==> config.mk <==
export PLATFORM = sky130hd
export DESIGN_NAME = two_zone_people_counter
export DESIGN_NICKNAME = d
export VERILOG_FILES = /design/src/sv/tzpc_pkg.sv /design/src/sv/tzpc_ram.sv /design/src/sv/two_zone_people_counter.sv
export SDC_FILE = /design/constraint.sdc
export NUM_CORES = 1
export LEC_CHECK = 0
export BUFFER_PORTS_ARGS = -buffer_cell sky130_fd_sc_hd__buf_2
export CAP_MARGIN = 30
export CORE_MARGIN = 2
export CORE_UTILIZATION = 35
export DETAILED_ROUTE_END_ITERATION = 16
export PLACE_DENSITY = 0.61
export SYNTH_ARGS = -nofsm -noshare
export SYNTH_HDL_FRONTEND = slang
export SYNTH_HIERARCHICAL = 1
export SYNTH_SLANG_ARGS = --single-unit
==> constraint.sdc <==
create_clock -name clk -period 3.7 [get_ports clk]
set_clock_uncertainty 0.15 [all_clocks]
set_input_delay 0.185 -clock clk [delete_from_list [all_inputs] [get_ports clk]]
set_output_delay 0.185 -clock clk [all_outputs]
set_load 0.02 [all_outputs]
==> src/sv/tzpc_pkg.sv <==
// Shared types and constants for the two-zone people counter.
// Depends on nothing; used by the top level.
package tzpc_pkg;

  localparam int WINDOW_DEPTH = 10;
  localparam int RAM_DEPTH    = 2 * WINDOW_DEPTH;
  localparam int ADDR_W       = $clog2(RAM_DEPTH);
  localparam int IDX_W        = $clog2(WINDOW_DEPTH);
  localparam int FILL_W       = $clog2(WINDOW_DEPTH + 1);
  localparam int DIST_W       = 16;

  localparam logic [DIST_W-1:0] FAR_MM        = 16'd2400;
  localparam logic [DIST_W-1:0] THRESHOLD_RST = 16'd1000;
  localparam logic [7:0]        CLOSE_MIN     = 8'((WINDOW_DEPTH + 1) / 2);
  localparam logic [7:0]        CLOSE_MAX     = 8'hFF;

  localparam logic [7:0] STATUS_OK        = 8'd0;
  localparam logic [7:0] STATUS_OK_ALT    = 8'd4;
  localparam logic [7:0] STATUS_OK_MERGED = 8'd7;

  localparam logic ZONE_LEFT  = 1'b0;
  localparam logic ZONE_RIGHT = 1'b1;

  localparam logic [1:0] PATH_LEFT  = 2'd1;
  localparam logic [1:0] PATH_RIGHT = 2'd2;
  localparam logic [1:0] PATH_BOTH  = 2'd3;

  localparam logic [2:0] PATH_START = 3'd1;
  localparam logic [2:0] PATH_FULL  = 3'd4;

  localparam logic [1:0] CROSS_NONE  = 2'd0;
  localparam logic [1:0] CROSS_ENTRY = 2'd1;
  localparam logic [1:0] CROSS_EXIT  = 2'd2;

  typedef struct packed {
    logic [7:0]        status_code;
    logic [DIST_W-1:0] distance_mm;
  } sample_t;

  typedef struct packed {
    logic [15:0] people_count;
    logic        next_zone;
    logic [1:0]  crossing;
    logic        zone_changed;
  } result_t;

endpackage

==> src/sv/tzpc_ram.sv <==
// Generic single-write, single-read RAM with registered read data.
// Depends on nothing; holds the per-zone distance windows.
module tzpc_ram #(
  parameter int WIDTH = 16,
  parameter int DEPTH = 20
) (
  input  logic                     clk,
  input  logic                     we,
  input  logic [$clog2(DEPTH)-1:0] waddr,
  input  logic [WIDTH-1:0]         wdata,
  input  logic [$clog2(DEPTH)-1:0] raddr,
  output logic [WIDTH-1:0]         rdata
);

  logic [WIDTH-1:0] mem [DEPTH];

  always_ff @(posedge clk) begin
    if (we) begin
      mem[waddr] <= wdata;
    end
    rdata <= mem[raddr];
  end

endmodule

==> src/sv/two_zone_people_counter.sv <==
// Two-zone people counter: sliding-window minimum per zone, presence path, net count.
// Depends on tzpc_pkg and tzpc_ram.
//
//   channel  | handshake                    | payload
//   ---------+------------------------------+---------------------------
//   sample   | sample_valid / sample_stall  | tzpc_pkg::sample_t
//   result   | result_valid / result_stall  | tzpc_pkg::result_t
//   cfg      | cfg_valid / cfg_ready        | cfg_data, presence threshold
//
// Each request passes through an accept/write step (S_IDLE), a scan of every held window
// entry through the single min comparator on the RAM read port (S_SCAN), a drain step and
// a decide step; with fewer than two samples the scan and drain are skipped. A new sample
// is taken only in S_IDLE. Reset is synchronous and needs no clearing pass.
// A stalled result waits in its output register; the next request is taken meanwhile
// and its decide step holds until that register is free.
module two_zone_people_counter (
  input  logic              clk,
  input  logic              rst,
  input  logic              sample_valid,
  output logic              sample_stall,
  input  tzpc_pkg::sample_t sample,
  output logic              result_valid,
  input  logic              result_stall,
  output tzpc_pkg::result_t result,
  input  logic              cfg_valid,
  output logic              cfg_ready,
  input  logic [15:0]       cfg_data
);
  import tzpc_pkg::*;

  typedef enum logic [1:0] {S_IDLE, S_SCAN, S_DRAIN, S_DECIDE} state_t;

  state_t            state;
  logic [DIST_W-1:0] threshold;
  logic [FILL_W-1:0] window_fill [2];
  logic [IDX_W-1:0]  wr_ptr [2];
  logic [1:0]        path_codes [4];
  logic [2:0]        path_fill;
  logic              left_present;
  logic              right_present;
  logic [7:0]        close_count;
  logic              zone;
  logic [15:0]       total;
  logic [DIST_W-1:0] cur_mm;
  logic [DIST_W-1:0] min_dist;
  logic [IDX_W-1:0]  scan_idx;
  logic [IDX_W-1:0]  scan_last;
  logic              cmp_valid;

  logic              accept;
  logic              status_ok;
  logic [DIST_W-1:0] dist_in;
  logic [FILL_W-1:0] fill_next;
  logic [ADDR_W-1:0] waddr;
  logic [ADDR_W-1:0] raddr;
  logic [DIST_W-1:0] rdata;

  logic              present_now;
  logic              prev_present;
  logic              changed;
  logic [1:0]        code;
  logic              left_next;
  logic              right_next;
  logic [7:0]        close_next;
  logic [2:0]        path_fill_next;
  logic [1:0]        path_idx;
  logic              both_clear;
  logic [1:0]        xing;
  logic [15:0]       total_next;
  logic              out_free;

  assign accept       = sample_valid && !sample_stall;
  assign sample_stall = (state != S_IDLE);
  assign cfg_ready    = 1'b1;
  assign out_free     = !result_valid || !result_stall;

  assign status_ok = (sample.status_code == STATUS_OK) ||
                     (sample.status_code == STATUS_OK_ALT) ||
                     (sample.status_code == STATUS_OK_MERGED);
  assign dist_in   = (status_ok && sample.distance_mm != '0) ? sample.distance_mm : FAR_MM;

  assign fill_next = (window_fill[zone] < FILL_W'(WINDOW_DEPTH)) ?
                     window_fill[zone] + FILL_W'(1) : window_fill[zone];

  assign waddr = (zone == ZONE_RIGHT) ? ADDR_W'(WINDOW_DEPTH) + ADDR_W'(wr_ptr[zone])
                                      : ADDR_W'(wr_ptr[zone]);
  assign raddr = (zone == ZONE_RIGHT) ? ADDR_W'(WINDOW_DEPTH) + ADDR_W'(scan_idx)
                                      : ADDR_W'(scan_idx);

  tzpc_ram #(
    .WIDTH (DIST_W),
    .DEPTH (RAM_DEPTH)
  ) u_window (
    .clk   (clk),
    .we    (accept),
    .waddr (waddr),
    .wdata (dist_in),
    .raddr (raddr),
    .rdata (rdata)
  );

  always_comb begin
    present_now = (min_dist < threshold);
    if (zone == ZONE_LEFT) begin
      prev_present = left_present;
      code         = {right_present, present_now};
      left_next    = present_now;
      right_next   = right_present;
    end else begin
      prev_present = right_present;
      code         = {present_now, left_present};
      left_next    = left_present;
      right_next   = present_now;
    end
    changed        = (present_now != prev_present);
    close_next     = (cur_mm < threshold && close_count != CLOSE_MAX) ?
                     close_count + 8'd1 : close_count;
    path_fill_next = (changed && path_fill != PATH_FULL) ? path_fill + 3'd1 : path_fill;
    path_idx       = 2'(path_fill_next - 3'd1);
    both_clear     = changed && !left_next && !right_next;
    xing           = CROSS_NONE;
    total_next     = total;
    if (both_clear && path_fill_next == PATH_FULL && close_next >= CLOSE_MIN) begin
      if (path_codes[1] == PATH_LEFT && path_codes[2] == PATH_BOTH &&
          path_codes[3] == PATH_RIGHT) begin
        xing       = CROSS_ENTRY;
        total_next = total + 16'd1;
      end else if (path_codes[1] == PATH_RIGHT && path_codes[2] == PATH_BOTH &&
                   path_codes[3] == PATH_LEFT) begin
        xing       = CROSS_EXIT;
        total_next = total - 16'd1;
      end
    end
  end

  always_ff @(posedge clk) begin
    if (rst) begin
      state          <= S_IDLE;
      threshold      <= THRESHOLD_RST;
      window_fill[0] <= '0;
      window_fill[1] <= '0;
      wr_ptr[0]      <= '0;
      wr_ptr[1]      <= '0;
      path_codes[0]  <= '0;
      path_codes[1]  <= '0;
      path_codes[2]  <= '0;
      path_codes[3]  <= '0;
      path_fill      <= PATH_START;
      left_present   <= 1'b0;
      right_present  <= 1'b0;
      close_count    <= '0;
      zone           <= ZONE_RIGHT;
      total          <= '0;
      cmp_valid      <= 1'b0;
      result_valid   <= 1'b0;
    end else begin
      if (cfg_valid && cfg_ready) begin
        threshold <= cfg_data;
      end
      if (result_valid && !result_stall && state != S_DECIDE) begin
        result_valid <= 1'b0;
      end
      cmp_valid <= (state == S_SCAN);
      if (cmp_valid && rdata < min_dist) begin
        min_dist <= rdata;
      end
      unique case (state)
        S_IDLE: begin
          if (accept) begin
            cur_mm            <= dist_in;
            min_dist          <= FAR_MM;
            scan_idx          <= '0;
            scan_last         <= IDX_W'(fill_next - FILL_W'(1));
            window_fill[zone] <= fill_next;
            wr_ptr[zone]      <= (wr_ptr[zone] == IDX_W'(WINDOW_DEPTH - 1)) ?
                                 '0 : wr_ptr[zone] + IDX_W'(1);
            state             <= (fill_next >= FILL_W'(2)) ? S_SCAN : S_DECIDE;
          end
        end
        S_SCAN: begin
          if (scan_idx == scan_last) begin
            state <= S_DRAIN;
          end else begin
            scan_idx <= scan_idx + IDX_W'(1);
          end
        end
        S_DRAIN: begin
          state <= S_DECIDE;
        end
        S_DECIDE: begin
          if (out_free) begin
            left_present  <= left_next;
            right_present <= right_next;
            path_fill     <= both_clear ? PATH_START : path_fill_next;
            close_count   <= both_clear ? '0 : close_next;
            total         <= total_next;
            if (both_clear) begin
              if (path_fill_next == PATH_FULL) begin
                window_fill[0] <= '0;
                window_fill[1] <= '0;
                wr_ptr[0]      <= '0;
                wr_ptr[1]      <= '0;
              end
            end else if (changed) begin
              path_codes[path_idx] <= code;
            end
            zone                <= ~zone;
            result_valid        <= 1'b1;
            result.people_count <= total_next;
            result.next_zone    <= ~zone;
            result.crossing     <= xing;
            result.zone_changed <= changed;
            state               <= S_IDLE;
          end
        end
        default: state <= S_IDLE;
      endcase
    end
  end

  a_cross_needs_change: assert property (@(posedge clk) disable iff (rst)
    result_valid && result.crossing != CROSS_NONE |-> result.zone_changed)
    else $error("crossing reported without a presence change");

  a_path_fill_range: assert property (@(posedge clk) disable iff (rst)
    path_fill != 3'd0 && path_fill <= PATH_FULL)
    else $error("path fill out of range");

  a_fill_bound: assert property (@(posedge clk) disable iff (rst)
    window_fill[0] <= FILL_W'(WINDOW_DEPTH) && window_fill[1] <= FILL_W'(WINDOW_DEPTH))
    else $error("window fill beyond depth");

  a_result_from_decide: assert property (@(posedge clk) disable iff (rst)
    $rose(result_valid) |-> $past(state) == S_DECIDE)
    else $error("result raised outside the decide step");

endmodule
==> metrics <==
status=finished, violations left; failing checks=setup timing; metal1 wirelength=21500 um; WP data required=4.09 ns; initial antenna violation count=2; die height=246 um; final WL=46600 um; PD cells=601 nW/um^2; fillcell total=5361; logic gate share of total power=0.236; CTS tree=done; Clk pin slew, worst setup/hold paths=0.06 ns; Compound-Gate Fraction of Synth Area=0.0744; Bufs on Longest Clock Path=3; Tot Pwr=14.7 mW; fin cells=2459; post-synth net total=1579; mux contribution to synthesized area=0.0991; achievable frequency=267 MHz; final setup fails=3; Multi-input gate area=6690 sq um; top cells by area, synth=edfxtp_1 59%, dfxtp_1 6.5%, mux2i_1 6.3%; CORE AREA=57900 sq um; Tcrit/Tclk final=1.01; worst IR drop on VDD=0.000441 V; Initial Util=0.355; Main synth FF type=edfxtp_1; Worst Tran Pin Value=1.01 ns; top layer in use=met4; cell with the most instances after synthesis=edfxtp_1; Synth top area share=0.587; cell taking the most area after synthesis=edfxtp_1; drt first pass iters=5; Syn Inst Count=1473; Critical Path Fanout Max=24; Post-DP HPWL=29900 um; Min-Delay Path Depth=3; top post-synthesis cells by count=402 x edfxtp_1, 129 x mux2i_1, 117 x nor2_1; Post-synth EDFFs=402; minimum clock period=3.74 ns; FF/Latch Area=13400 sq um; largest net degree at the start of global routing=40; gp weighted congestion=0.882; fin. max-slew vios=0; met3 WL=2310 um; global-route wire length before repair=72400 um; Cell Int Power=10.3 mW; num rows=88; simple-gate share of the synthesized area=0.0881; Wirelength per Cell=18.9 um; DR iter-0 viols=1036; r2r worst-path depth=16; HP Class=input pin to register; DR WL met2=21700 um; GRT Total Usage=0.154; layout cells sized above 1=0.188; Synth Cell Area=20500 sq um; residual DRC count=0; DP Worst Slack=-0.229 ns; max cap viols=0; ant diodes=0; area grow syn2layout=18.8%; Seq cells post-synth=469; Clk pwr share=0.335; Switching Fraction=0.297; synth unique cells=76; switching power=4.36 mW; Post-synth ARST share=0; total gr overflow=0; Leakage=9.05 nW; largest family of logic cells by synthesized area=multiplexers; RSZ-0062 raised after global routing=yes; H-tree depth=2; # IOs=68; CTS Sinks=469; fin nets=1760; yosys warns=6; CTS Buf Count=50; Die X=246 um; Die Area=60700 sq um; Arr. time, crit path=4.14 ns; Root Driver=clkbuf_16; DR vias/cell=5.16; Placed Cells incl. Taps=2322; Hold Vio Cnt, Final=0; register area share after synthesis=0.653; sequential share of power=0.429; Synth Area in Adders=0.0371; port buffer count=66; Setup crit start kind=register; Post-Syn Area per Cell=14.0 sq um; Final WS setup=-0.0444 ns; vias in the first global route=12400; Clk Latency, worst-skew pair=0.61 ns; kind of critical path=register to register; Final Util=0.421; vias after detailed routing=12700; post-route ant nets=0; Synth Area in XOR/XNOR=0.0208; slew margin rel.=0.325; Worst Setup End Kind=register
==> cell type report <==
cell class                 instances  area share
clock buffer                      61      0.0538
inverter                          54     0.00831
timing repair buffer             200      0.0622
tap                              765      0.0392
sequential                       469       0.550
clock inverter                    31      0.0128
multi-input combinational        879       0.274
==> power groups by stage <==
stage | combinational [mW] | sequential (mW) | clock [mW]
floorplan | 2.29 | 6.35 | 0
global placement | 3.31 | 6.39 | 0
detailed placement | 3.37 | 6.41 | 0
CTS | 3.45 | 6.29 | 5.05
global route | 3.80 | 6.33 | 5.24
finish | 3.46 | 6.29 | 4.92
==> registers in the layout, summed over array words and instances (netlist names), named ones only <==
register        flops
close_count         8
cmp_valid           1
cur_mm             16
left_present        1
min_dist           16
path_codes          6
path_fill           3
result             20
result_valid        1
right_present       1
scan_idx            4
scan_last           4
state               2
threshold          16
total              16
u_window/mem      320
u_window/rdata     16
window_fill         8
wr_ptr              8
zone                1
==> per-stage QoR <==
step / area (sq um) / hold WS, ns / TNS [ns]
final: 24400 / 0.0203 / -0.0733
after global routing: 24400 / 0.0337 / -2.91
after CTS: 24400 / 0.00289 / -0.637
after detailed placement: 22300 / 0.265 / -6.55
after global placement: 22200 / 0.266 / -3.02
after floorplan: 20600 / 0.165 / -1.15
==> layout by cell type, fill, tap and decap left out, types with 33 or more instances in the layout <==
| cell | n |
|---|---|
| ha_1 | 59 |
| edfxtp_1 | 402 |
| a21oi_1 | 33 |
| buf_2 | 66 |
| o21ai_0 | 43 |
| nand2_1 | 76 |
| clkbuf_16 | 50 |
| inv_1 | 54 |
| dfxtp_1 | 67 |
| buf_4 | 87 |
| mux2i_1 | 129 |
| nor2_1 | 115 |
| dlygate4sd3_1 | 39 |
==> per-layer routing <==
| layer | up-vias | GRT usage |
|---|---|---|
| met5 | - | 0 |
| met4 | 0 | 0.0477 |
| met3 | 69 | 0.0207 |
| met2 | 335 | 0.250 |
| met1 | 6325 | 0.215 |
| li1 | 5948 | - |
==> worst paths after layout <==
path | start | end | slack [ns]
worst max-delay path | min_dist[12] | total[1] | -0.04
worst min-delay path | cfg_valid | threshold[13] | 0.02
worst min register to register | threshold[13] | threshold[13] | 0.35
worst max register to register | min_dist[12] | total[1] | -0.04
==> worst max-delay path, stage by stage, from the launching register on <==
cell      delay [ns]
edfxtp_1        0.40
ha_1            0.30
nand4_1         0.11
or3_1           0.38
o32a_1          0.35
and2_4          0.19
xnor2_4         0.13
nand2_4         0.13
mux2i_1         0.21
ha_2            0.20
nand2_2         0.06
a211oi_4        0.27
o21ai_2         0.11
buf_12          0.17
o311ai_2        0.28
o21ai_1         0.10
a21oi_1         0.14
==> repair_timing <==
action / CTS / global route
pin swaps: 6 / 3
endpoints found under the setup margin: 48 / 48
resized for setup: 9 / 8
hold buffers: 39 / 0
hold endpoints to repair: 32 / 0
setup buffers: 4 / 4
==> cell families (layout without fill, tap and decap cells) <==
kind of cell | Yosys count | in the layout
AND/OR/NAND/NOR | 357 | 357
multiplexers | 180 | 180
other | 1 | 1
adder cells (fa/ha/maj) | 61 | 61
buffers and inverters | 125 | 346
AO/OA/AOI/OAI | 233 | 233
flip-flops | 469 | 469
XOR/XNOR | 47 | 47
No activity file was read; power rests on OpenSTA's default activity.
